==> config.mk <==
export PLATFORM = sky130hd
export DESIGN_NAME = cht_fill_ram
export DESIGN_NICKNAME = d
export VERILOG_FILES = /design/src/sv/chained_hash_table_defines.svh /design/src/sv/cht_pkg.sv /design/src/sv/cht_fill_ram.sv
export SDC_FILE = /design/constraint.sdc
export NUM_CORES = 1
export LEC_CHECK = 0
export CORE_MARGIN = 2
export CORE_UTILIZATION = 65
export CTS_BUF_LIST = sky130_fd_sc_hd__clkbuf_4
export CTS_CLUSTER_DIAMETER = 120
export DETAILED_ROUTE_END_ITERATION = 7
export DONT_BUFFER_PORTS = 1
export PLACE_DENSITY = 0.88
export SLEW_MARGIN = 20
export SYNTH_ARGS = -nofsm -noshare
export SYNTH_HDL_FRONTEND = slang
export SYNTH_SLANG_ARGS = --single-unit
==> constraint.sdc <==
create_clock -name clk -period 4.49 [get_ports clk]
set_input_delay 0.449 -clock clk [delete_from_list [all_inputs] [get_ports clk]]
set_output_delay 0.449 -clock clk [all_outputs]
set_load 0.01 [all_outputs]
==> src/sv/chained_hash_table_defines.svh <==
// Assertion macros for the chained hash table.
// Expects clk and rst_n in the scope of the including module.
`ifndef CHAINED_HASH_TABLE_DEFINES_SVH
`define CHAINED_HASH_TABLE_DEFINES_SVH

// same-cycle implication, checked outside reset
`define CHT_ASSERT_IMP(label, ante, cons, msg) \
  label: assert property (@(posedge clk) disable iff (!rst_n) (ante) |-> (cons)) \
    else $error(msg);

// invariant, checked outside reset
`define CHT_ASSERT_ALWAYS(label, cond, msg) \
  label: assert property (@(posedge clk) disable iff (!rst_n) (cond)) \
    else $error(msg);

`endif

==> src/sv/cht_pkg.sv <==
// Shared constants, codes and port structs for the chained hash table.
// No dependencies.
`default_nettype none

package cht_pkg;

  localparam int NUM_BUCKETS  = 64;
  localparam int BUCKET_DEPTH = 8;
  localparam int KEY_W        = 31;
  localparam int CFG_W        = 7;
  localparam int FUNC_W       = 2;
  localparam int STATUS_W     = 3;
  localparam int BUCKET_W     = $clog2(NUM_BUCKETS);
  localparam int POS_W        = $clog2(BUCKET_DEPTH);
  localparam int FILL_W       = POS_W + 1;
  localparam int ADDR_W       = BUCKET_W + POS_W;
  localparam int DIV_CNT_W    = $clog2(KEY_W);

  typedef enum logic [FUNC_W-1:0] {
    FUNC_INSERT = 2'd0,
    FUNC_DELETE = 2'd1,
    FUNC_SEARCH = 2'd2,
    FUNC_NONE   = 2'd3
  } func_t;

  typedef enum logic [STATUS_W-1:0] {
    ST_INSERTED  = 3'd0,
    ST_FULL      = 3'd1,
    ST_DELETED   = 3'd2,
    ST_DEL_FAIL  = 3'd3,
    ST_FOUND     = 3'd4,
    ST_NOT_FOUND = 3'd5
  } status_t;

  typedef enum logic [3:0] {
    S_IDLE,
    S_DIV,
    S_FILL,
    S_SHIFT_RD,
    S_SHIFT_WR,
    S_SCAN_RD,
    S_SCAN_CHK,
    S_DEL_RD,
    S_DEL_WR,
    S_EMIT
  } state_t;

  typedef struct packed {
    logic             start;
    logic [KEY_W-1:0] dividend;
    logic [CFG_W-1:0] divisor;
  } div_req_t;

  typedef struct packed {
    logic                done;
    logic [BUCKET_W-1:0] rem;
  } div_rsp_t;

  typedef struct packed {
    logic              en;
    logic [ADDR_W-1:0] addr;
    logic [KEY_W-1:0]  data;
  } key_wr_t;

  typedef struct packed {
    logic                en;
    logic [BUCKET_W-1:0] addr;
    logic [FILL_W-1:0]   data;
  } fill_wr_t;

endpackage

`default_nettype wire

==> src/sv/cht_fill_ram.sv <==
// Per-bucket fill counts with a registered read; a valid bit per bucket
// makes unwritten counts read as zero after reset. Depends on cht_pkg.
`default_nettype none

module cht_fill_ram (
  input  wire logic                        clk,
  input  wire logic                        rst_n,
  input  wire cht_pkg::fill_wr_t           wr,
  input  wire logic                        rd_en,
  input  wire logic [cht_pkg::BUCKET_W-1:0] rd_addr,
  output logic [cht_pkg::FILL_W-1:0]       rd_data
);
  import cht_pkg::*;

  logic [FILL_W-1:0]      mem [NUM_BUCKETS];
  logic [NUM_BUCKETS-1:0] valid_r;
  logic [FILL_W-1:0]      rd_data_r;

  always_ff @(posedge clk) begin
    if (!rst_n) begin
      valid_r <= '0;
    end else if (wr.en) begin
      valid_r[wr.addr] <= 1'b1;
    end
  end

  always_ff @(posedge clk) begin
    if (wr.en) begin
      mem[wr.addr] <= wr.data;
    end
  end

  always_ff @(posedge clk) begin
    if (rd_en) begin
      rd_data_r <= valid_r[rd_addr] ? mem[rd_addr] : '0;
    end
  end

  assign rd_data = rd_data_r;

endmodule

`default_nettype wire
Word-level counts from Yosys, hierarchy flattened

Memories as Yosys holds them, arrays and structs flattened. A register that Yosys moved wholly into a read port is not among the register bits.
Index checks and enable logic that the tools add are counted.

RAM bits: 256
Word-level logic and storage cells: 14
Output and inout port bits: 4
Memories kept: 1
Register bits after elaboration: 64
Input port bits: 20

Memory list:

| name | words | width | read ports | clocked after Yosys merged registers in | wr ports | line               | text |
|---|---|---|---|---|---|---|---|
| mem  | 64    | 4     | 1          | 1                                       | 1        | cht_fill_ram.sv:15 | `logic [FILL_W-1:0] mem [NUM_BUCKETS];` |

$lt $le $gt $ge: 3
Multiplexer cells: 6
Reduce and logical (&&, ||, !) cells: 2
Bitwise gates (word level): 1

Operator list:

| operator           | number |
|---|---|
| $or 64x64->64      | 1 |
| $lt 6x7->1 const B | 2 |
| $bmux 1 s6         | 1 |
| $demux 1 s6        | 1 |
| $ge 6x1->1 const B | 1 |
| $mux 1             | 4 |
| $logic_and 1x1->1  | 1 |
| $logic_not 1->1    | 1 |

Longest topological paths before layout

Gate-level depths: netlist (run 1).

Depth in word-level cells: 5
Mapped depth: 8

Least setup slack after synthesis (run 1)

OpenSTA, ideal clock, no wires.

Path type: input port to flip-flop
Start: input rd_addr[0] in the netlist's numbering
End: register rd_data_r[2] (netlist: rd_data[2]), read port of mem (data pin)
Path buffers: 2
Arrival: 1.883 ns
Setup time: 0.268 ns
Slack: 2.340 ns
Cell stages on the path: 7
Cell sequence: buf_6 > buf_2 > mux4_2 > a22oi_1 > a21oi_1 > nor3_1 > a21oi_1

Longest elaborated chain between the ends: 3

RTL lines:

| element                          | line               | text |
|---|---|---|
| from (decl)                      | cht_fill_ram.sv:10 | `input wire logic [cht_pkg::BUCKET_W-1:0] rd_addr,` |
| $bmux 1 s6                       | cht_fill_ram.sv:35 | `rd_data_r <= valid_r[rd_addr] ? mem[rd_addr] : '0;` |
| $mux 1 (not written as such)     | cht_fill_ram.sv:35 |  |
| $logic_not 1->1 (no source line) | n/a                |  |
| to (decl)                        | cht_fill_ram.sv:17 | `logic [FILL_W-1:0] rd_data_r;` |

Parallel ways exist; a longest one is shown, timed or not. The select of a mux whose other input is x is not followed.
A chain may end at the register's enable or synchronous reset.

Final worst setup path (run 1)

Start: register valid_r[61]
End: register rd_data_r[1] (netlist: rd_data[1]), read port of mem (data pin)

Longest elaborated chain between the ends: 3

RTL lines:

| element                           | line               | text |
|---|---|---|
| from (decl)                       | cht_fill_ram.sv:16 | `logic [NUM_BUCKETS-1:0] valid_r;` |
| from (signal assigned)            | cht_fill_ram.sv:21 | `valid_r <= '0;` |
| from (signal, indexed assignment) | cht_fill_ram.sv:23 | `valid_r[wr.addr] <= 1'b1;` |
| $bmux 1 s6                        | cht_fill_ram.sv:35 |  |
| $mux 1 (not written as such)      | cht_fill_ram.sv:35 |  |
| $logic_not 1->1 (no source line)  | n/a                |  |

Every way passes these cells. The select of a mux whose other input is x is not followed.

==> results of run 1 <==
==> stage by stage <==
| step | cells | util | area [um2] | worst slack [ps] |
|---|---|---|---|---|
| detailed placement | 926 | 0.674 | 12700 | 2200 |
| floorplan | 706 | - | 12600 | 2340 |
| CTS | 1077 | 0.735 | 13900 | 2560 |
| global placement | 926 | 0.674 | 12700 | 2320 |
| global route | 1078 | 0.735 | 13900 | 2490 |
| finish | 1078 | 0.735 | 13900 | 2560 |
==> cell usage after synthesis, types with 2 or more instances <==
| library cell | count |
|---|---|
| clkbuf_1 | 21 |
| edfxtp_1 | 260 |
| nand2b_1 | 5 |
| o21a_1 | 64 |
| o22ai_1 | 4 |
| buf_2 | 7 |
| nand2_1 | 24 |
| nor2b_1 | 10 |
| a221o_1 | 4 |
| nand3_1 | 7 |
| mux4_2 | 65 |
| nand4_1 | 3 |
| nor3_1 | 8 |
| nor2_1 | 64 |
| buf_4 | 3 |
| buf_1 | 3 |
| dfxtp_1 | 64 |
| mux4_1 | 7 |
| buf_6 | 5 |
| o221ai_1 | 4 |
| a21boi_1 | 2 |
| and2_1 | 2 |
| a22oi_1 | 36 |
| a21oi_1 | 13 |
| mux2i_1 | 8 |
| mux2_2 | 8 |
==> layout make-up <==
class / instances / area [um2] / share of cell area
Sequential cell: 324 / 9090 / 0.654
Multi-Input combinational cell: 342 / 3330 / 0.240
Clock buffer: 113 / 848 / 0.0611
Tap cell: 260 / 325 / 0.0234
Clock inverter: 32 / 150 / 0.0108
Timing Repair Buffer: 6 / 148 / 0.0106
Antenna cell: 1 / 2.50 / 0.000180
==> worst max path at each step <==
stage | slack, ps | depth (start not counted) | startpoint | to
2_1_floorplan | 2340 | 7 | rd_addr[0] | rd_data[2]
3_3_place_gp | 2320 | 5 | rd_addr[4] | rd_data[0]
3_5_place_dp | 2200 | 5 | rd_addr[4] | rd_data[0]
4_1_cts | 2560 | 5 | valid_r[61] | rd_data[1]
5_1_grt | 2490 | 5 | valid_r[61] | rd_data[1]
6_report | 2560 | 5 | valid_r[61] | rd_data[1]
==> power breakdown <==
part,internal (mW),total [mW],switching [mW]
registers,3.26,3.27,0.00869
clock network,1.22,2.35,1.13
logic,0.101,0.228,0.128
==> critical path, delay by kind of cell (launching register included) <==
kind / cells / cell delay, ps
flip-flops: 1 / 320
AO/OA/AOI/OAI: 3 / 450
AND/OR/NAND/NOR: 1 / 360
multiplexers: 1 / 550
==> timing repair <==
| action | 4_1_cts | 5_1_grt |
|---|---|---|
| setup buffers | 0 | 0 |
| gates resized for setup | 0 | 0 |
| hold endpoints to repair | 324 | 0 |
| hold buffers | 6 | 0 |
==> metal layers <==
| metal | vias up | global-route usage |
|---|---|---|
| met5 | - | 0 |
| met4 | 0 | 0.158 |
| met3 | 88 | 0.0643 |
| met2 | 439 | 0.430 |
| met1 | 3472 | 0.364 |
| li1 | 2993 | - |
==> logic make-up (layout without fill, tap and decap cells) <==
logic type / Yosys count / count (layout) / synth area share
AOI/OAI and AO/OA: 128 / 128 / 0.0743
buffers and inverters: 40 / 151 / 0.0177
DFF: 324 / 324 / 0.719
muxes: 88 / 88 / 0.144
other: 0 / 1 / 0
and+or+nand+nor: 126 / 126 / 0.0448
==> state kept, by name, indices dropped and copies added, names as in the netlist <==
name and flops:
mem 256, valid_r 64, rd_data 4
==> cell usage in the layout, fill, tap and decap left out, types with 7 or more instances in the layout <==
cell,instances
a21oi_1,13
a22oi_1,36
clkbuf_4,113
clkinv_1,26
dfxtp_1,64
edfxtp_1,260
mux2_2,8
mux2i_1,8
mux4_1,7
mux4_2,65
nand2_1,24
nand3_1,7
nor2_1,63
nor2b_1,8
nor3_1,8
o21a_1,64
==> results.tsv, run 1 <==
metric	value	unit
status	finished clean	
cts.sinks	324	
min_path_type	input port to register	
met3WireLength	2310	um
yosys_warnings	0	
grt_overflow	0	
r2r_start	valid_r[61]	
power.density	421	nW/um2
cpMostUsedCell	a21oi_1	
met1_length	9850	um
cts.htree.levels	3	
hp-start	wr[6]	
detailedPlacementHpwl	15800	um
vias	6992	
routabilityCongestion	0.896	
cts_inserted_buffers	79	
detail_route.first_pass.iterations	6	
min_to	mem[48][2]	
skew	66.9	ps
antenna_found_initial	1	
hold_depth	1	
setup_viol	0	
core	18900	um2
cts_root_buffer	clkbuf_4	
rr_worst_depth	5	
die_x	143	um
synth.largest_area_cell	edfxtp_1	
vdd_drop_max	254	uV
grt_pass1_vias	7125	
crit_chain	mux4_1 -> a22oi_1 -> a21oi_1 -> nor4_4 -> a21oi_1	
worstSetupStartpointType	register	
synth_cell_type_count	31	
io_pins	24	
syn_avg_cell_area	17.9	um2
drc	0	
fill_cells	1091	
met2WireLength	13100	um
die_area	20600	um2
rrSetupSlack	2560	ps
ys_seq_area_frac	0.719	
crit_arrival	2350	ps
fin_nets	773	
holdWs	67.0	ps
syn_nets	726	
synth_top_area_frac	0.618	
vias_per_cell	6.49	
synth_area	12600	um2
cap_violations	0	
layout-area-overhead-vs-synth	9.95	%
grt_util_all_layers	0.276	
slowest_stage	mux4_1	
grt_max_degree	89	
fmax	517	MHz
grt_pass1_wl	41100	um
async_reset_ff_frac	0	
period_share	0.431	
worstMarginPinSlew	977	ps
wl	26600	um
cts_tree	built	
reg2reg_to	rd_data[1]	
cp.required	4910	ps
path_max_fanout	4	
cellLeakagePower	4.54	nW
final_antenna_net_count	0	
max_stage_delay	550	ps
path_clk_slew	70	ps
final_layout_size_suffix_gt1_frac	0.246	
wl_per_cell	24.7	um
hold_viol_final	0	
portBuffers	0	
synth_area_leaders	edfxtp_1 (62%), mux4_2 (12%), dfxtp_1 (10%), o21a_1 (3.8%), a22oi_1 (2.1%)	
die_h	143	um
worstSetupEndpointType	register	
slew_headroom	0.343	
syn_inst	706	
ys_ff_latch	324	
highest_layer	met4	
slew_violations	0	
clk_latency	700	ps
fin_crit	1930	ps
drt_iter0_markers	911	
setup_tns	0	ps
std_cell_rows	50	
start_util	0.669	
path_class	register to register	
synth_edf_count	260	
synthFlopType	edfxtp_1	
fin_total_pwr	5.84	mW
rsz0062_at_grt	false	
cts.path.max_buffers	3	
Power figures use the tool's default switching activity.
==> run 2, diff against run 1 <==
--- a/config.mk
+++ b/config.mk
@@ -5,6 +5,7 @@
 export SDC_FILE = /design/constraint.sdc
 export NUM_CORES = 1
 export LEC_CHECK = 0
+export ABC_AREA = 1
 export CORE_MARGIN = 2
 export CORE_UTILIZATION = 65
 export CTS_BUF_LIST = sky130_fd_sc_hd__clkbuf_4
==> constraint.sdc (replaced) <==
create_clock -name clk -period 2 [get_ports clk]
set_input_delay 0.2 -clock clk [delete_from_list [all_inputs] [get_ports clk]]
set_output_delay 0.2 -clock clk [all_outputs]
set_load 0.01 [all_outputs]
==> run 2 against run 1 <==
Net effect:
- the run now ends with negative hold slack left
- critical path depth rose by 1
- register-to-register slack got worse by 2200 ps
- design area grew 5.7%
- global-route usage is 2.0 points higher
- clock skew is 36 ps lower
- largest power group unchanged
- critical path type is now input port to register
- clock power rose by 130%
- first-iteration DRC count is 61% higher
- non-clock buffer count is 21 higher
==> results.tsv, run 2 <==
metric	value	unit
layout-area-overhead-vs-synth	9.74	%
layout_commonest_cell	nand2_1	
fin_nets	1388	
crit_start	wr[4]	
cts_tree	built	
cts.path.max_buffers	3	
grt_max_degree	162	
wl	31600	um
cts_setup_buffers	0	
holdWs	-1.31	ps
antenna_found_initial	1	
path_class	input port to register	
ys_ff_latch	324	
grt_pass1_vias	9762	
routabilityCongestion	0.835	
final_antenna_net_count	0	
crit_arrival	2030	ps
synth_edf_count	260	
drc	0	
die_h	148	um
cts.sinks	324	
skew	30.6	ps
vias_per_cell	5.90	
ys_seq_area_frac	0.679	
largest_reg_flops	256	
async_reset_ff_frac	0	
placed_cells	1541	
slew_violations	0	
multi_input_area	3730	um2
status	finished with violations	
period_share	0.860	
top_usage_layer	met2	
syn_nets	1354	
rsz0062_at_grt	false	
cp.required	2310	ps
cellLeakagePower	5.51	nW
grt_pass1_wl	49600	um
r2r_start	mem[39][0]	
path_max_fanout	6	
power.density	915	nW/um2
die_area	21800	um2
synth_area_leaders	edfxtp_1 (58%), nand2_1 (12%), nand3_1 (10%), dfxtp_1 (9.6%), nor2_1 (5.7%)	
synth_top_area_frac	0.583	
vdd_drop_max	503	uV
drt_iter0_markers	1464	
grt_util_all_layers	0.297	
cap_violations	0	
grt_use_met3	0.0750	
register_area	9090	um2
final_cells	1699	
path_clk_slew	80	ps
yosys_warnings	0	
gr-usage-met1	0.387	
syn_avg_cell_area	10.0	um2
worstSetupEndpointType	register	
setup_tns	0	ps
die_x	148	um
fill_cells	1350	
io_pins	24	
worstSetupStartpointType	input port	
start_util	0.662	
cts_inserted_buffers	77	
grt_overflow	0	
worstMarginPinSlew	528	ps
layout_common_cells	nand2_1 (411), nand3_1 (269), edfxtp_1 (260), nor2_1 (202), clkbuf_4 (124)	
setup_viol	0	
synthTopCellsByCount	nand2_1 (411), nand3_1 (270), edfxtp_1 (260), nor2_1 (202), dfxtp_1 (64)	
hp-start	rd_addr[3]	
grt_util_met2	0.477	
syn_inst	1334	
cts.htree.levels	3	
detailedPlacementHpwl	17700	um
core	20200	um2
synthFlopType	edfxtp_1	
fin_crit	1720	ps
final_layout_size_suffix_gt1_frac	0.103	
vias	10000	
fin_util	0.726	
hold_viol_final	1	
synth.most_common_cell	nand2_1	
portBuffers	0	
wl_per_cell	18.6	um
slew_headroom	0.647	
cts_root_buffer	clkbuf_4	
violations	negative hold slack	
min_path_type	input port to register	
clk_latency	680	ps
std_cell_rows	52	
detail_route.first_pass.iterations	6	
fin_total_pwr	13.4	mW
synth_cell_type_count	16	
synth.largest_area_cell	edfxtp_1	
synth_area	13400	um2
fmax	581	MHz
regMostFlops	mem	
run 2: cell type report:
class	count	area share
clock inverters	15	0.00434
inverters	41	0.0106
repair buffers	27	0.0261
well taps	270	0.0230
diodes	1	0.000170
multi-input cells	897	0.254
flip-flops and latches	324	0.619
clock buffers	124	0.0634
run 2: repair_timing:
action / CTS / global route
endpoints found under the hold margin: 331 / 0
gates resized for setup: 0 / 2
endpoints found under the setup margin: 0 / 2
hold buffers: 19 / 0
run 2: report_power, final:
| group | switching [mW] | total (mW) | internal (mW) | leakage [nW] |
|---|---|---|---|---|
| registers | 0.0211 | 7.34 | 7.32 | 2.86 |
| clock network | 2.52 | 5.33 | 2.81 | 0.605 |
| logic | 0.533 | 0.770 | 0.236 | 2.04 |
run 2: per-stage QoR:
stage	setup WS, ps	instance area, um2
floorplan	569	13400
detailed placement	292	13400
global placement	371	13400
finish	280	14700
CTS	62.6	14700
global route	281	14700
run 2: cells by family (layout without fill, tap and decap cells):
logic type | count (synthesis) | in the layout | share of synthesized area
buf+inv | 113 | 207 | 0.0430
simple gates | 897 | 897 | 0.278
other cells | 0 | 1 | 0
flops | 324 | 324 | 0.679
run 2: layer usage:
layer / vias up / routed length (um)
met1: 4625 / 11800
met3: 124 / 3740
li1: 4603 / -
met4: 0 / 1190
met2: 675 / 14900
met5: - / 0
run 2: path summary, 6_finish.rpt:
path / endpoint / slack [ps] / cells after the start
max: mem[62][0] / 280 / 6
min: rd_data[2] / -1 / 6
max reg2reg: rd_data[0] / 400 / 11
min reg2reg: valid_r[43] / 470 / 2
run 2: worst max-delay path: stages:
cell	delay, ps
dlygate4sd3_1	600
nor3_1	300
inv_1	160
nor2_1	110
inv_1	220
nor2_1	440
==> run 3, diff against run 2 <==
--- a/config.mk
+++ b/config.mk
@@ -6,12 +6,15 @@
 export NUM_CORES = 1
 export LEC_CHECK = 0
 export ABC_AREA = 1
+export CELL_PAD_IN_SITES_DETAIL_PLACEMENT = 1
+export CELL_PAD_IN_SITES_GLOBAL_PLACEMENT = 2
 export CORE_MARGIN = 2
-export CORE_UTILIZATION = 65
+export CORE_UTILIZATION = 43
 export CTS_BUF_LIST = sky130_fd_sc_hd__clkbuf_4
 export CTS_CLUSTER_DIAMETER = 120
 export DETAILED_ROUTE_END_ITERATION = 7
 export DONT_BUFFER_PORTS = 1
+export GPL_TIMING_DRIVEN = 0
 export PLACE_DENSITY = 0.88
 export SLEW_MARGIN = 20
 export SYNTH_ARGS = -nofsm -noshare
==> run 3 against run 2 <==
Net effect:
- the run now ends clean
- sequential power is essentially flat
- non-clock buffer count grew 60
- power grew 8.7%
- die area grew 50%
- combinational power grew 30%
- first-iteration DRC count shrank 35%
- sequential cell count is the same
- global-route usage shrank 2.5 points
- utilization shrank 23 points
- count of clock-buffer cells in the layout grew 12
- worst setup slack lost 130 ps
- critical path type unchanged
- via count grew 4.2%
==> results.tsv, run 3 (synthesis gave the netlist of run 2 again) <==
metric	value	unit
status	finished clean	
max_stage_delay	620	ps
drt_iter0_markers	947	
cellLeakagePower	5.76	nW
routabilityCongestion	0.851	
wl_per_cell	23.1	um
vias_per_cell	5.49	
hp-start	rd_addr[5]	
grt_max_degree	65	
wl	43900	um
cp.required	2330	ps
antenna_found_initial	2	
worstSetupEndpointType	register	
detail_route.first_pass.iterations	5	
drc	0	
ctsResizeCount	0	
r2r_start	mem[51][3]	
hold_depth	4	
start_util	0.438	
layout-area-overhead-vs-synth	14.2	%
final_antenna_net_count	0	
min_to	rd_data[3]	
rsz0062_at_grt	false	
setup_viol	0	
die_area	32600	um2
final_layout_size_suffix_gt1_frac	0.131	
reg2reg_to	rd_data[3]	
skew	26.4	ps
std_cell_rows	64	
hold_viol_final	0	
detailedPlacementHpwl	30400	um
layout_commonest_cell	nand2_1	
cts_root_buffer	clkbuf_4	
rrSetupSlack	400	ps
pre_cts_ws	-300	ps
layout_common_cells	nand2_1 (411), nand3_1 (270), edfxtp_1 (260), nor2_1 (202), clkbuf_4 (136)	
slowest_stage	dlygate4sd3_1	
grt_pass1_vias	10900	
cts_inserted_buffers	87	
fill_cells	3477	
cap_violations	0	
cts.sinks	324	
io_pins	24	
path_max_fanout	6	
fin_crit	1850	ps
portBuffers	0	
largest_reg_flops	256	
fmax	540	MHz
power.density	955	nW/um2
regMostFlops	mem	
min_path_type	input port to register	
cts_tree	built	
holdWs	49.0	ps
fin_nets	1458	
timing.final.ws_setup	148	ps
path_clk_slew	60	ps
vdd_drop_max	498	uV
die_x	180	um
period_share	0.926	
slew_violations	0	
grt_util_all_layers	0.272	
path_class	input port to register	
vias	10400	
crit_chain	dlygate4sd3_1 -> nor3_1 -> inv_1 -> nor2_1 -> inv_1 -> nor2_1	
die_h	180	um
grt_overflow	0	
slew_headroom	0.376	
grt_pass1_wl	65900	um
core	30600	um2
cts.path.max_buffers	3	
rr_worst_depth	10	
cts.htree.levels	3	
crit_arrival	2180	ps
worstSetupStartpointType	input port	
worstMarginPinSlew	935	ps
clk_latency	730	ps
[run 3: cell count changes in the layout (fill, tap and decap cells not counted), moves of 3 or more]
cell / delta
clkbuf_4: +12
buf_6: +12
clkbuf_1: +20
buf_1: +5
buf_2: +32
buf_12: -5
bufinv_16: +3
[run 3: timing repair]
item                      CTS  global route
hold endpoints to repair  332             0
hold buffers               15             0
setup buffers               0             0
[run 3: worst max-delay path by stage]
stage	from	end	slack, ps	cells after the start
after floorplan	rd_addr[1]	rd_data[2]	570	11
after global placement	rd_addr[1]	rd_data[0]	-310	11
after detailed placement	rd_addr[1]	rd_data[0]	-300	11
after CTS	wr[4]	mem[10][1]	190	6
after global routing	wr[6]	mem[59][1]	70	6
final	wr[6]	mem[58][0]	150	6
[run 3: worst max-delay path: cells and delay by family]
kind / cells / cell delay (ps)
and+or+nand+nor: 3 / 1060
buffers and inverters: 3 / 920
[run 3: final cells by class]
cell class / instances / area, um2 / area share
Inverter: 41 / 156 / 0.0102
Tap cell: 396 / 495 / 0.0324
Antenna cell: 3 / 7.51 / 0.000491
Clock inverter: 18 / 156 / 0.0102
Timing Repair Buffer: 15 / 220 / 0.0144
Sequential cell: 324 / 9090 / 0.595
Buffer: 72 / 419 / 0.0274
Clock buffer: 136 / 1020 / 0.0668
Multi-Input combinational cell: 897 / 3720 / 0.243
[run 3: stage by stage]
step / power (mW) / cell area [um2] / TNS, ps / cells / utilization
finish: 14.6 / 15300 / 0 / 1902 / 0.500
global route: 15.1 / 15300 / 0 / 1900 / 0.500
floorplan: 8.02 / 13400 / 0 / 1334 / -
detailed placement: 8.35 / 13900 / -5600 / 1730 / 0.454
CTS: 14.7 / 15300 / 0 / 1899 / 0.500
global placement: 8.32 / 13900 / -4510 / 1730 / 0.454
[run 3: per-layer routing]
layer	global-route usage	vias to the layer above	share of wire	wire [um]
met5	0	-	0	0
met4	0.101	0	0.030	1330
met3	0.0578	102	0.073	3200
met2	0.434	406	0.46	20400
met1	0.368	5177	0.43	19000
li1	-	4760	-	-
[run 3: where the power goes]
part	leakage (nW)	total, mW	switching, mW	internal (mW)
logic	2.20	1.00	0.739	0.264
registers	2.86	7.34	0.0189	7.32
clock network	0.698	6.26	2.80	3.46
