`src/sv/chained_hash_table_defines.svh`:
```
// Assertion macros for the chained hash table.
// Expects clk and rst_n in the scope of the including module.
`ifndef CHAINED_HASH_TABLE_DEFINES_SVH
`define CHAINED_HASH_TABLE_DEFINES_SVH

// same-cycle implication, checked outside reset
`define CHT_ASSERT_IMP(label, ante, cons, msg) \
  label: assert property (@(posedge clk) disable iff (!rst_n) (ante) |-> (cons)) \
    else $error(msg);

// invariant, checked outside reset
`define CHT_ASSERT_ALWAYS(label, cond, msg) \
  label: assert property (@(posedge clk) disable iff (!rst_n) (cond)) \
    else $error(msg);

`endif

```
`src/sv/cht_pkg.sv`:
```
// Shared constants, codes and port structs for the chained hash table.
// No dependencies.
`default_nettype none

package cht_pkg;

  localparam int NUM_BUCKETS  = 64;
  localparam int BUCKET_DEPTH = 8;
  localparam int KEY_W        = 31;
  localparam int CFG_W        = 7;
  localparam int FUNC_W       = 2;
  localparam int STATUS_W     = 3;
  localparam int BUCKET_W     = $clog2(NUM_BUCKETS);
  localparam int POS_W        = $clog2(BUCKET_DEPTH);
  localparam int FILL_W       = POS_W + 1;
  localparam int ADDR_W       = BUCKET_W + POS_W;
  localparam int DIV_CNT_W    = $clog2(KEY_W);

  typedef enum logic [FUNC_W-1:0] {
    FUNC_INSERT = 2'd0,
    FUNC_DELETE = 2'd1,
    FUNC_SEARCH = 2'd2,
    FUNC_NONE   = 2'd3
  } func_t;

  typedef enum logic [STATUS_W-1:0] {
    ST_INSERTED  = 3'd0,
    ST_FULL      = 3'd1,
    ST_DELETED   = 3'd2,
    ST_DEL_FAIL  = 3'd3,
    ST_FOUND     = 3'd4,
    ST_NOT_FOUND = 3'd5
  } status_t;

  typedef enum logic [3:0] {
    S_IDLE,
    S_DIV,
    S_FILL,
    S_SHIFT_RD,
    S_SHIFT_WR,
    S_SCAN_RD,
    S_SCAN_CHK,
    S_DEL_RD,
    S_DEL_WR,
    S_EMIT
  } state_t;

  typedef struct packed {
    logic             start;
    logic [KEY_W-1:0] dividend;
    logic [CFG_W-1:0] divisor;
  } div_req_t;

  typedef struct packed {
    logic                done;
    logic [BUCKET_W-1:0] rem;
  } div_rsp_t;

  typedef struct packed {
    logic              en;
    logic [ADDR_W-1:0] addr;
    logic [KEY_W-1:0]  data;
  } key_wr_t;

  typedef struct packed {
    logic                en;
    logic [BUCKET_W-1:0] addr;
    logic [FILL_W-1:0]   data;
  } fill_wr_t;

endpackage

`default_nettype wire

```
`src/sv/cht_divider.sv`:
```
// Bit-serial restoring remainder unit: key mod bucket count, one key bit per cycle.
// Depends on cht_pkg.
`default_nettype none

module cht_divider (
  input  wire logic              clk,
  input  wire logic              rst_n,
  input  wire cht_pkg::div_req_t req,
  output cht_pkg::div_rsp_t      rsp
);
  import cht_pkg::*;

  logic                 busy_r;
  logic                 done_r;
  logic [DIV_CNT_W-1:0] cnt_r;
  logic [KEY_W-1:0]     dvd_r;
  logic [CFG_W-1:0]     dvs_r;
  logic [CFG_W-1:0]     rem_r;
  logic [CFG_W-1:0]     trial;

  // remainder stays below the divisor (<= 64), so the top bit is free to shift into
  assign trial = {rem_r[CFG_W-2:0], dvd_r[KEY_W-1]};

  always_ff @(posedge clk) begin
    if (!rst_n) begin
      busy_r <= 1'b0;
      done_r <= 1'b0;
      cnt_r  <= '0;
    end else begin
      done_r <= 1'b0;
      if (req.start) begin
        busy_r <= 1'b1;
        cnt_r  <= '0;
      end else if (busy_r) begin
        cnt_r <= cnt_r + 1'b1;
        if (cnt_r == DIV_CNT_W'(KEY_W - 1)) begin
          busy_r <= 1'b0;
          done_r <= 1'b1;
        end
      end
    end
  end

  always_ff @(posedge clk) begin
    if (req.start) begin
      dvd_r <= req.dividend;
      dvs_r <= req.divisor;
      rem_r <= '0;
    end else if (busy_r) begin
      dvd_r <= {dvd_r[KEY_W-2:0], 1'b0};
      rem_r <= (trial >= dvs_r) ? (trial - dvs_r) : trial;
    end
  end

  assign rsp.done = done_r;
  assign rsp.rem  = rem_r[BUCKET_W-1:0];

endmodule

`default_nettype wire

```
`config.mk`:
```
export PLATFORM = sky130hd
export DESIGN_NAME = cht_divider
export DESIGN_NICKNAME = d
export VERILOG_FILES = /design/src/sv/chained_hash_table_defines.svh /design/src/sv/cht_pkg.sv /design/src/sv/cht_divider.sv
export SDC_FILE = /design/constraint.sdc
export NUM_CORES = 1
export LEC_CHECK = 0
export ABC_AREA = 1
export BUFFER_PORTS_ARGS = -buffer_cell sky130_fd_sc_hd__clkbuf_2
export CAP_MARGIN = 40
export CORE_MARGIN = 2
export CORE_UTILIZATION = 59
export DETAILED_ROUTE_END_ITERATION = 6
export HOLD_SLACK_MARGIN = 0.15
export PLACE_DENSITY = 0.95
export SYNTH_ARGS = -nofsm -noshare
export SYNTH_HDL_FRONTEND = slang
export SYNTH_SLANG_ARGS = --single-unit
```
`constraint.sdc`:
```
create_clock -name clk -period 3.58 [get_ports clk]
set_input_delay 0.358 -clock clk [delete_from_list [all_inputs] [get_ports clk]]
set_output_delay 0.358 -clock clk [all_outputs]
set_load 0.01 [all_outputs]
```
After elaboration in Yosys (flattened, before gate mapping):

Index checks and enable logic that the tools add are counted.

* $add $sub $neg: 2
* $lt $le $gt $ge: 1
* eq/ne operators: 1
* multiplexer cells: 7
* bitwise operators: 2
* reduce and logical (&&, ||, !) cells: 3

Operator list (number)
* 31-bit 2-to-1 mux: 2
* 7-bit >= comparator: 1
* 6-bit 2-to-1 mux: 1
* 6-bit subtractor: 1
* 5-bit by 1-bit adder with 5-bit output (second input constant): 1
* 5-bit == test (second input constant): 1
* 1-bit 2-to-1 mux: 4
* 3-bit OR reduction: 1
* 1-bit inverter: 2
* 2-bit nonzero test: 1
* 2-bit OR reduction: 1

* register bits: 51
* input port bits: 41
* output and inout bits: 7
* logic and storage cells: 22

Depth between registers and ports, before layout:

Gate-level depths: netlist of run 1.

* depth in word-level cells: 4
* depth in mapped cells: 11
* depth with buffers taken out: 11

Least setup slack after synthesis of run 1:

OpenSTA, ideal clock, no wires.

* path kind: input -> register
* start point: input req[38] (netlist bit)
* end point: register dvd_r[0], enable pin
* library setup time: 0.386 ns
* arrival time: 1.227 ns
* required time: 3.194 ns
* path slack: 1.967 ns
* cell stages on the path: 3
* buffers on the path: 1
* cell sequence: clkbuf_8 > nor2_1 > inv_1

* cells in the longest elaborated chain, start to end: 1

RTL lines
* from (decl): RTL line cht_divider.sv:8 `input wire cht_pkg::div_req_t req,`
* 2-bit nonzero test (no source line)
* to (signal assigned): RTL line cht_divider.sv:46 `dvd_r <= req.dividend;`
* to (signal assigned): RTL line cht_divider.sv:50 `dvd_r <= {dvd_r[KEY_W-2:0], 1'b0};`
* to (decl): RTL line cht_divider.sv:16 `logic [KEY_W-1:0] dvd_r;`

No other way between the ends.
A chain may end at the register's enable or synchronous reset.

Worst setup path in the final report of run 1:

* start point: input req[38] (netlist bit)
* end point: register dvd_r[8], data pin

* cells in the longest elaborated chain, start to end: 1

RTL lines
* 31-bit 2-to-1 mux: RTL line cht_divider.sv:45 `if (req.start) begin`

No other way between the ends.

==> impl_metrics.tcl, run 1 <==
set metrics [dict create \
    worst_clock_skew_ns 0.00748 \
    grt_first_pass_wirelength_um 8140 \
    ctsResizeCount 0 \
    die_y_um 69.8 \
    synth_ff_type "edfxtp_1" \
    final_common_cell "nand2_1" \
    finalNetCount 382 \
    n_antenna_cell 0 \
    drtIter0Drc 150 \
    cts_hold_buf 0 \
    postSynthAreaPerCell_um2 9.00 \
    arrival_ns 2.00 \
    initial_utilization 0.625 \
    synth_seq_cells 51 \
    cts_tree "built" \
    min_period_ns 1.95 \
    post-synth-top-area-cell "edfxtp_1" \
    clock_sinks 51 \
    hold_viol_final 0 \
    syn_to_final_growth_pct 13.3 \
    yosys.area.top_type_share 0.447 \
    crit_required_ns 3.63 \
    root_buffer "clkbuf_8" \
    max_freq_ghz 0.514 \
    finalCritPeriodShare 0.543 \
    leakagePower_nw 1.46 \
    grt_pass1_vias 1890 \
    multi_input_comb_area_um2 983 \
    layout_common_cells "nand2_1 (127), clkbuf_2 (47), edfxtp_1 (38), inv_1 (31), dfxtp_1 (13)" \
    insertion_delay_ns 0.30 \
    drt_pre_antenna_iters 4 \
    max_cap_violations 0 \
    start_kind "input port" \
    synth_cell_types 31 \
    min_path_cells 1 \
    grt_setup_unrepaired "false" \
    dr_total_vias 1986 \
    drv_slew 0 \
    nFillCells 300 \
    dp_hpwl_um 3680 \
    clk_pin_slew_ns 0.09 \
    cts.htree.levels 2 \
    utilization 0.708 \
    io_pins 48 \
    relSlewSlack 0.416 \
    wire_per_inst_um 12.8 \
    antenna_found_initial 0 \
    io_buffers 47 \
    endpoint_kind "flip-flop" \
    ant_nets 0 \
    std_cell_rows 23 \
    crit_fanout 42 \
    synthArstFlopShare 0 \
    setup_viol 0 \
    cts_made_buffers 5 \
    tns_ns 0 \
    core-area_um2 4090 \
    cts_buffer_depth 2 \
    tightest_slew_ns 0.877 \
    r2r_setup_slack_ns 1.87 \
    synthTopCellsByArea "edfxtp_1 (45%), nand2_1 (19%), dfxtp_1 (10%)" \
    drc 0 \
    dieArea_um2 4870 \
    powerDensity_nw_per_um2 413 \
    status "finished clean" \
    ys_warn_count 0 \
    synth-edff-count 38 \
    grt_util_all_layers 0.211 \
    min_path_type "input port to flip-flop" \
    routed_via_density 5.21 \
    layout-drive-gt1-share 0.218 \
    grt_max_degree 43 \
    seq_area_frac_synth 0.548 \
    vdd_drop_max_v 0.000256 \
    wl_um 4870 \
    syn_nets 336 \
    post_cts_buffers 0 \
    gp_congestion 0.898 \
    seq_area_um2 1400 \
    r2r_cells 8 \
    synth_cells 284 \
    synth_area_um2 2550 \
    overflow 0 \
    critPathKind "input port to flip-flop" \
    fp.dieW_um 69.8 \
]
-- cells in the mapped netlist, types with 2 or more instances --
cell / number
nand2_1: 127
edfxtp_1: 38
inv_1: 31
dfxtp_1: 13
nand3_1: 12
ha_1: 10
nor2_1: 7
clkbuf_1: 5
nand2_2: 5
nor3_1: 5
a21oi_1: 3
nand3_2: 3
nand4_1: 3
buf_2: 2
nand3_4: 2
nand3b_1: 2
xor2_1: 2
-- stage by stage --
| stage | hold WS [ns] | cells | cell area [um2] | power (mW) | setup slack [ns] |
|---|---|---|---|---|---|
| final | 0.227 | 381 | 2890 | 1.20 | 1.63 |
| after global routing | 0.213 | 381 | 2890 | 1.26 | 1.42 |
| after CTS | 0.223 | 381 | 2890 | 1.20 | 1.65 |
| after detailed placement | 0.483 | 373 | 2810 | 0.892 | 1.33 |
| after global placement | 0.485 | 373 | 2810 | 0.878 | 1.37 |
| after floorplan | 0.457 | 284 | 2550 | 0.833 | 1.97 |
-- per-layer routing --
layer  GRT usage  wire (um)
met2       0.363       2460
met3      0.0451        353
met5           0          0
met4      0.0876        112
met1       0.256       1940
-- state kept, by name, indices dropped and copies added (netlist names) --
register	cells
busy_r	1
cnt_r	5
done_r	1
dvd_r	31
dvs_r	7
rem_r	6
-- worst max-delay path: stages --
cell      delay (ns)
clkbuf_2        0.65
inv_1           0.67
nand2_1         0.24
nand2_1         0.06
-- path summary, 6_finish.rpt --
| path | from | to |
|---|---|---|
| setup / recovery | req[38] | dvd_r[8] |
| setup reg to reg | dvd_r[30] | rem_r[4] |
| hold reg to reg | rem_r[5] | rem_r[5] |
| hold / removal | req[5] | dvs_r[5] |
-- kinds of logic (layout without fill, tap and decap cells) --
| logic type | Yosys count | count (layout) | synth area share |
|---|---|---|---|
| AO/OA/AOI/OAI | 7 | 7 | 0.0167 |
| adder cells (fa/ha/maj) | 11 | 11 | 0.0568 |
| buffers and inverters | 41 | 88 | 0.0666 |
| AND/OR/NAND/NOR | 172 | 172 | 0.305 |
| flip-flops | 51 | 51 | 0.548 |
| XOR/XNOR | 2 | 2 | 0.00686 |
-- layout make-up --
class,instances,share of cell area
well taps,50,0.0216
multi-input cells,192,0.340
clock buffers,5,0.0238
inverters,32,0.0415
clock inverters,3,0.00519
flip-flops and latches,51,0.484
repair buffers,48,0.0839
-- where the power goes --
group          internal, mW  total (mW)  switching [mW]
Combinational        0.0638       0.167           0.103
Sequential            0.692       0.712          0.0199
Clock                 0.134       0.318           0.183
Total                 0.890        1.20           0.307
Note: power is estimated with default switching activity, not from simulation.
==> inputs of run 2 (changes only) <==
--- a/config.mk
+++ b/config.mk
@@ -5,14 +5,14 @@
 export SDC_FILE = /design/constraint.sdc
 export NUM_CORES = 1
 export LEC_CHECK = 0
-export ABC_AREA = 1
+export ABC_AREA = 0
 export BUFFER_PORTS_ARGS = -buffer_cell sky130_fd_sc_hd__clkbuf_2
 export CAP_MARGIN = 40
 export CORE_MARGIN = 2
-export CORE_UTILIZATION = 59
+export CORE_UTILIZATION = 49
 export DETAILED_ROUTE_END_ITERATION = 6
 export HOLD_SLACK_MARGIN = 0.15
-export PLACE_DENSITY = 0.95
+export PLACE_DENSITY = 0.86
 export SYNTH_ARGS = -nofsm -noshare
 export SYNTH_HDL_FRONTEND = slang
 export SYNTH_SLANG_ARGS = --single-unit
==> constraint.sdc (replaced) <==
create_clock -name clk -period 1.7 [get_ports clk]
set_input_delay 0.17 -clock clk [delete_from_list [all_inputs] [get_ports clk]]
set_output_delay 0.17 -clock clk [all_outputs]
set_load 0.01 [all_outputs]
==> run 2 against run 1 <==
Compared with the run above:
- the flow now finishes with violations (negative setup slack)
- sequential share of layout area decreased by 2.8 points
- register-to-register slack lost 1.9 ns
- worst hold slack lost 0.069 ns
- sequential power is 110% higher
- critical endpoint is now rem_r[4]
- largest cell class unchanged
==> impl_metrics.tcl, run 2 <==
set metrics [dict create \
    seq_area_frac_synth 0.582 \
    n_antenna_cell 0 \
    utilization 0.650 \
    dp.cells 295 \
    grt_pass1_vias 1562 \
    min_path_type "input port to flip-flop" \
    yosysMostFrequentCell "edfxtp_1" \
    cts_made_buffers 5 \
    dieArea_um2 5500 \
    vdd_drop_max_v 0.000680 \
    netlist_top_cells_count "edfxtp_1 (38), mux2_2 (30), nor2_1 (15), dfxtp_1 (13)" \
    synth_seq_cells 51 \
    design_area_um2 3070 \
    synth-edff-count 38 \
    max_freq_ghz 0.563 \
    synth_area_um2 2410 \
    postSynthAreaPerCell_um2 13.2 \
    min_period_ns 1.78 \
    syn_to_final_growth_pct 27.4 \
    io_buffers 47 \
    endpoint_kind "flip-flop" \
    routed_via_density 4.99 \
    syn_nets 234 \
    synth_ff_type "edfxtp_1" \
    overflow 0 \
    synthArstFlopShare 0 \
    powerDensity_nw_per_um2 900 \
    arrival_ns 2.01 \
    layout_common_cells "clkbuf_2 (47), edfxtp_1 (38), mux2_2 (30), nor2_1 (14), dlygate4sd3_1 (14)" \
    placed_area_um2 2750 \
    grt_max_degree 32 \
    wire_per_inst_um 13.9 \
    regMostFlops "dvd_r" \
    core-area_um2 4720 \
    std_cell_rows 25 \
    slowest_stage "edfxtp_1" \
    yosys.area.top_type_share 0.474 \
    finalNetCount 304 \
    ys_warn_count 0 \
    clock_sinks 51 \
    initial_utilization 0.510 \
    worst_clock_skew_ns 0.00644 \
    synth_cells 182 \
    gp_congestion 0.785 \
    setup_ws_ns -0.0772 \
    synthTopCellsByArea "edfxtp_1 (47%), mux2_2 (14%), dfxtp_1 (11%)" \
    finalCritPeriodShare 1.05 \
    io_pins 48 \
    synth_cell_types 31 \
    dr_total_vias 1598 \
    min_path_cells 2 \
    r2r_cells 7 \
    crit_fanout 2 \
    antenna_found_initial 0 \
    wl_um 4460 \
    tns_ns -0.0966 \
    crit_required_ns 1.94 \
    cts.htree.levels 2 \
    largest_registers "dvd_r (31), dvs_r (7), rem_r (6)" \
    largest_register_ffs 31 \
    clk_pin_slew_ns 0.10 \
    post-synth-top-area-cell "edfxtp_1" \
    die_y_um 74.1 \
    crit_chain "ha_2 > fa_2 > nand2b_4 > a21oi_2 > xor2_1 > mux2i_1 > a211oi_2" \
    cts_buffer_depth 2 \
    insertion_delay_ns 0.31 \
    root_buffer "clkbuf_8" \
    drc 0 \
    max_cap_violations 0 \
    leakagePower_nw 1.26 \
    drt_pre_antenna_iters 4 \
    hold_viol_final 0 \
    drtIter0Drc 71 \
    drv_slew 0 \
    relSlewSlack 0.519 \
    violations "negative setup slack" \
    dp_hpwl_um 2830 \
    grt_setup_unrepaired "true" \
    fin_cells 320 \
    cts_tree "built" \
    tightest_slew_ns 0.721 \
    setup_viol 4 \
    max_stage_delay_ns 0.41 \
    grt_first_pass_wirelength_um 6930 \
    critPathKind "flip-flop to flip-flop" \
    layout-drive-gt1-share 0.451 \
    status "complete, but fails checks" \
    fp.dieW_um 74.1 \
    final_common_cell "clkbuf_2" \
    start_kind "flip-flop" \
    design_power_total_mw 2.76 \
    grt_util_all_layers 0.170 \
    ant_nets 0 \
]
==> run 2: cell count changes in the layout (fill, tap and decap cells not counted), moves of 7 or more <==
cell,before,now
buf_4,1,10
inv_1,31,9
nand3_1,12,0
dlygate4sd3_1,0,14
mux2_2,0,30
nor2_1,7,14
nand2_1,127,5
==> run 2: area by class of cell <==
| cell class | count | area [um2] |
|---|---|---|
| clock buffer | 5 | 68.8 |
| clock inverter | 3 | 20.0 |
| fill | 352 | 1650 |
| inverter | 10 | 37.5 |
| multi-input combinational | 113 | 1010 |
| sequential | 51 | 1400 |
| tap | 67 | 83.8 |
| timing repair buffer | 71 | 450 |
==> run 2: timing repair <==
action / 4_1_cts / 5_1_grt
endpoints found under the setup margin: 3 / 6
hold buffers: 12 / 2
buffers inserted: 2 / 1
cloned: 0 / 0
gates resized for setup: 4 / 10
pin swaps: 6 / 8
hold endpoints to repair: 12 / 2
==> run 2: final timing paths <==
| path | from | to | slack (ns) |
|---|---|---|---|
| worst max-delay path | dvs_r[0] | rem_r[4] | -0.08 |
| worst min-delay path | req[8] | dvd_r[1] | 0.16 |
| worst max register to register | dvs_r[0] | rem_r[4] | -0.08 |
| worst min register to register | rem_r[5] | rem_r[5] | 0.52 |
==> run 2: stage by stage <==
step	setup WS [ns]	hold slack [ns]
2_1_floorplan	0.00657	0.269
4_1_cts	-0.0968	0.150
3_3_place_gp	-0.0138	0.348
5_1_grt	-0.152	0.157
3_5_place_dp	-0.141	0.349
6_report	-0.0772	0.158
==> run 2: routing by layer <==
metal  routed length, um  GRT usage  vias up
met1                1990      0.210      755
met4                  67     0.0667        0
li1                    -          -      798
met3                 188     0.0542        7
met5                   0          0        -
met2                2210      0.279       38
==> run 2: cell families after synthesis <==
kind of cell               Yosys count  synth area share
DFF                                 51             0.582
and+or+nand+nor                     38            0.0758
muxes                               36             0.165
AOI/OAI and AO/OA                   21            0.0608
buffers and inverters               18            0.0312
adders and majority gates           11            0.0602
xor gates and xnor gates             7            0.0254
==> run 2: worst max-delay path, delay by kind of cell (launching register included) <==
| family | cells | cell delay (ns) |
|---|---|---|
| xor+xnor | 1 | 0.14 |
| fa+ha+maj | 2 | 0.55 |
| compound gates | 2 | 0.36 |
| flops | 1 | 0.41 |
| mux | 1 | 0.09 |
| simple gates | 1 | 0.15 |
==> run 2: power breakdown <==
part / internal (mW) / leakage (nW) / switching (mW)
registers: 1.47 / 0.487 / 0.0441
logic: 0.284 / 0.730 / 0.256
clock network: 0.288 / 0.0418 / 0.422
==> inputs of run 3 (changes only) <==
--- a/config.mk
+++ b/config.mk
@@ -9,10 +9,10 @@
 export BUFFER_PORTS_ARGS = -buffer_cell sky130_fd_sc_hd__clkbuf_2
 export CAP_MARGIN = 40
 export CORE_MARGIN = 2
-export CORE_UTILIZATION = 49
+export CORE_UTILIZATION = 54
 export DETAILED_ROUTE_END_ITERATION = 6
 export HOLD_SLACK_MARGIN = 0.15
-export PLACE_DENSITY = 0.86
+export PLACE_DENSITY = 0.89
 export SYNTH_ARGS = -nofsm -noshare
 export SYNTH_HDL_FRONTEND = slang
 export SYNTH_SLANG_ARGS = --single-unit
==> constraint.sdc (replaced) <==
create_clock -name clk -period 1.78 [get_ports clk]
set_input_delay 0.178 -clock clk [delete_from_list [all_inputs] [get_ports clk]]
set_output_delay 0.178 -clock clk [all_outputs]
set_load 0.01 [all_outputs]
==> run 3 against run 2 <==
Compared with the run above:
- the run now ends clean
- clock power is 12% higher
- clock skew rose by 0.0054 ns
- sequential power down 5%
- cell area decreased by 1.5%
- critical path depth did not move
- cell count decreased by 6.6%
- combinational power decreased by 7.6%
- fmax rose by 0.86%
- first-iteration DRC count increased by 73%
- flip-flop and latch count unchanged
- total power is 0.93% lower
- die area is 8.8% lower
==> impl_metrics.tcl, run 3 (synthesis results as in run 2) <==
set metrics [dict create \
    drv_slew 0 \
    largest_registers "dvd_r (31), dvs_r (7), rem_r (6)" \
    drt_pre_antenna_iters 4 \
    initial_utilization 0.557 \
    seq_area_um2 1400 \
    cts_tree "built" \
    dp_hpwl_um 2810 \
    powerDensity_nw_per_um2 905 \
    arrival_ns 1.96 \
    drtIter0Drc 123 \
    cts_made_buffers 5 \
    clk_pin_slew_ns 0.10 \
    vdd_drop_max_v 0.000646 \
    status "finished clean" \
    clock_sinks 51 \
    antenna_found_initial 0 \
    io_buffers 47 \
    dr_total_vias 1594 \
    worst_clock_skew_ns 0.0119 \
    design_area_um2 3020 \
    die_y_um 70.8 \
    n_antenna_cell 0 \
    layout-drive-gt1-share 0.445 \
    fin_cells 299 \
    layout_common_cells "clkbuf_2 (47), edfxtp_1 (38), mux2_2 (30), nor2_1 (15), dfxtp_1 (13)" \
    dp_slack_ns -0.0754 \
    crit_fanout 7 \
    setup_viol 0 \
    relSlewSlack 0.763 \
    max_cap_violations 0 \
    critPathKind "flip-flop to flip-flop" \
    ant_nets 0 \
    final_common_cell "clkbuf_2" \
    cts.htree.levels 2 \
    syn_to_final_growth_pct 25.4 \
    max_freq_ghz 0.568 \
    cts_buffer_depth 2 \
    setup_ws_ns 0.0180 \
    dieArea_um2 5010 \
    min_period_ns 1.76 \
    routed_via_density 5.33 \
    wl_um 4300 \
    regMostFlops "dvd_r" \
    min_path_type "input port to flip-flop" \
    crit_required_ns 1.98 \
    fp.dieW_um 70.8 \
    whs_ns 0.165 \
    dp.cells 282 \
    design_power_total_mw 2.74 \
    start_kind "flip-flop" \
    placed_area_um2 2770 \
    endpoint_kind "flip-flop" \
    finalCritPeriodShare 0.990 \
    grt_util_all_layers 0.175 \
    gp_congestion 0.810 \
    hold_viol_final 0 \
    wire_per_inst_um 14.4 \
    tightest_slew_ns 0.356 \
    grt_max_degree 32 \
    multi_input_comb_area_um2 995 \
    io_pins 48 \
    utilization 0.699 \
    finalNetCount 298 \
    nFillCells 316 \
    insertion_delay_ns 0.31 \
    core-area_um2 4320 \
    std_cell_rows 24 \
    root_buffer "clkbuf_8" \
    overflow 0 \
    grt_setup_unrepaired "true" \
    grt_first_pass_wirelength_um 6800 \
    largest_register_ffs 31 \
    drc 0 \
    grt_pass1_vias 1516 \
    tns_ns 0 \
    leakagePower_nw 1.25 \
]
==> run 3: changes by cell type in the layout (fill, tap and decap cells not counted), sizes merged <==
| cell | change |
|---|---|
| bufinv | +1 |
| clkinvlp | -1 |
| dlygate4sd3 | -6 |
==> run 3: area by class of cell <==
type                            count  share of cell area
Timing Repair Buffer               65               0.137
Sequential cell                    51               0.464
Multi-Input combinational cell    113               0.329
Clock inverter                      3              0.0128
Clock buffer                        5              0.0228
Inverter                           10              0.0124
Tap cell                           52              0.0215
==> run 3: where the power goes <==
part           total (mW)  internal [mW]  switching [mW]
Clock               0.794          0.412           0.382
Combinational       0.499          0.261           0.238
Sequential           1.44           1.40          0.0413
Total                2.74           2.07           0.662
==> run 3: worst paths after layout <==
kind | start | to | slack, ns | cells after the start
max | dvs_r[2] | rem_r[0] | 0.02 | 7
min | req[7] | dvd_r[0] | 0.16 | 2
max reg2reg | dvs_r[2] | rem_r[0] | 0.02 | 7
min reg2reg | rem_r[5] | rem_r[5] | 0.51 | 2
==> run 3: timing repair <==
| item | CTS | global route |
|---|---|---|
| hold endpoints to repair | 8 | 0 |
| hold buffers | 8 | 0 |
| setup endpoints to repair | 1 | 6 |
| gates resized for setup | 2 | 12 |
| setup buffers | 1 | 0 |
| pin swaps | 1 | 5 |
==> run 3: critical path: stages, from the launching register on <==
cell	delay [ns]
edfxtp_1	0.38
inv_1	0.07
ha_2	0.30
a21oi_2	0.16
o21ai_2	0.08
a21oi_4	0.30
mux2i_1	0.26
o31ai_1	0.10
==> run 3: metal layers <==
| metal | GRT usage | vias to the layer above | part of all wire |
|---|---|---|---|
| li1 | - | 781 | - |
| met1 | 0.231 | 753 | 0.43 |
| met2 | 0.277 | 51 | 0.50 |
| met3 | 0.0556 | 9 | 0.054 |
| met4 | 0.0587 | 0 | 0.021 |
| met5 | 0 | - | 0 |
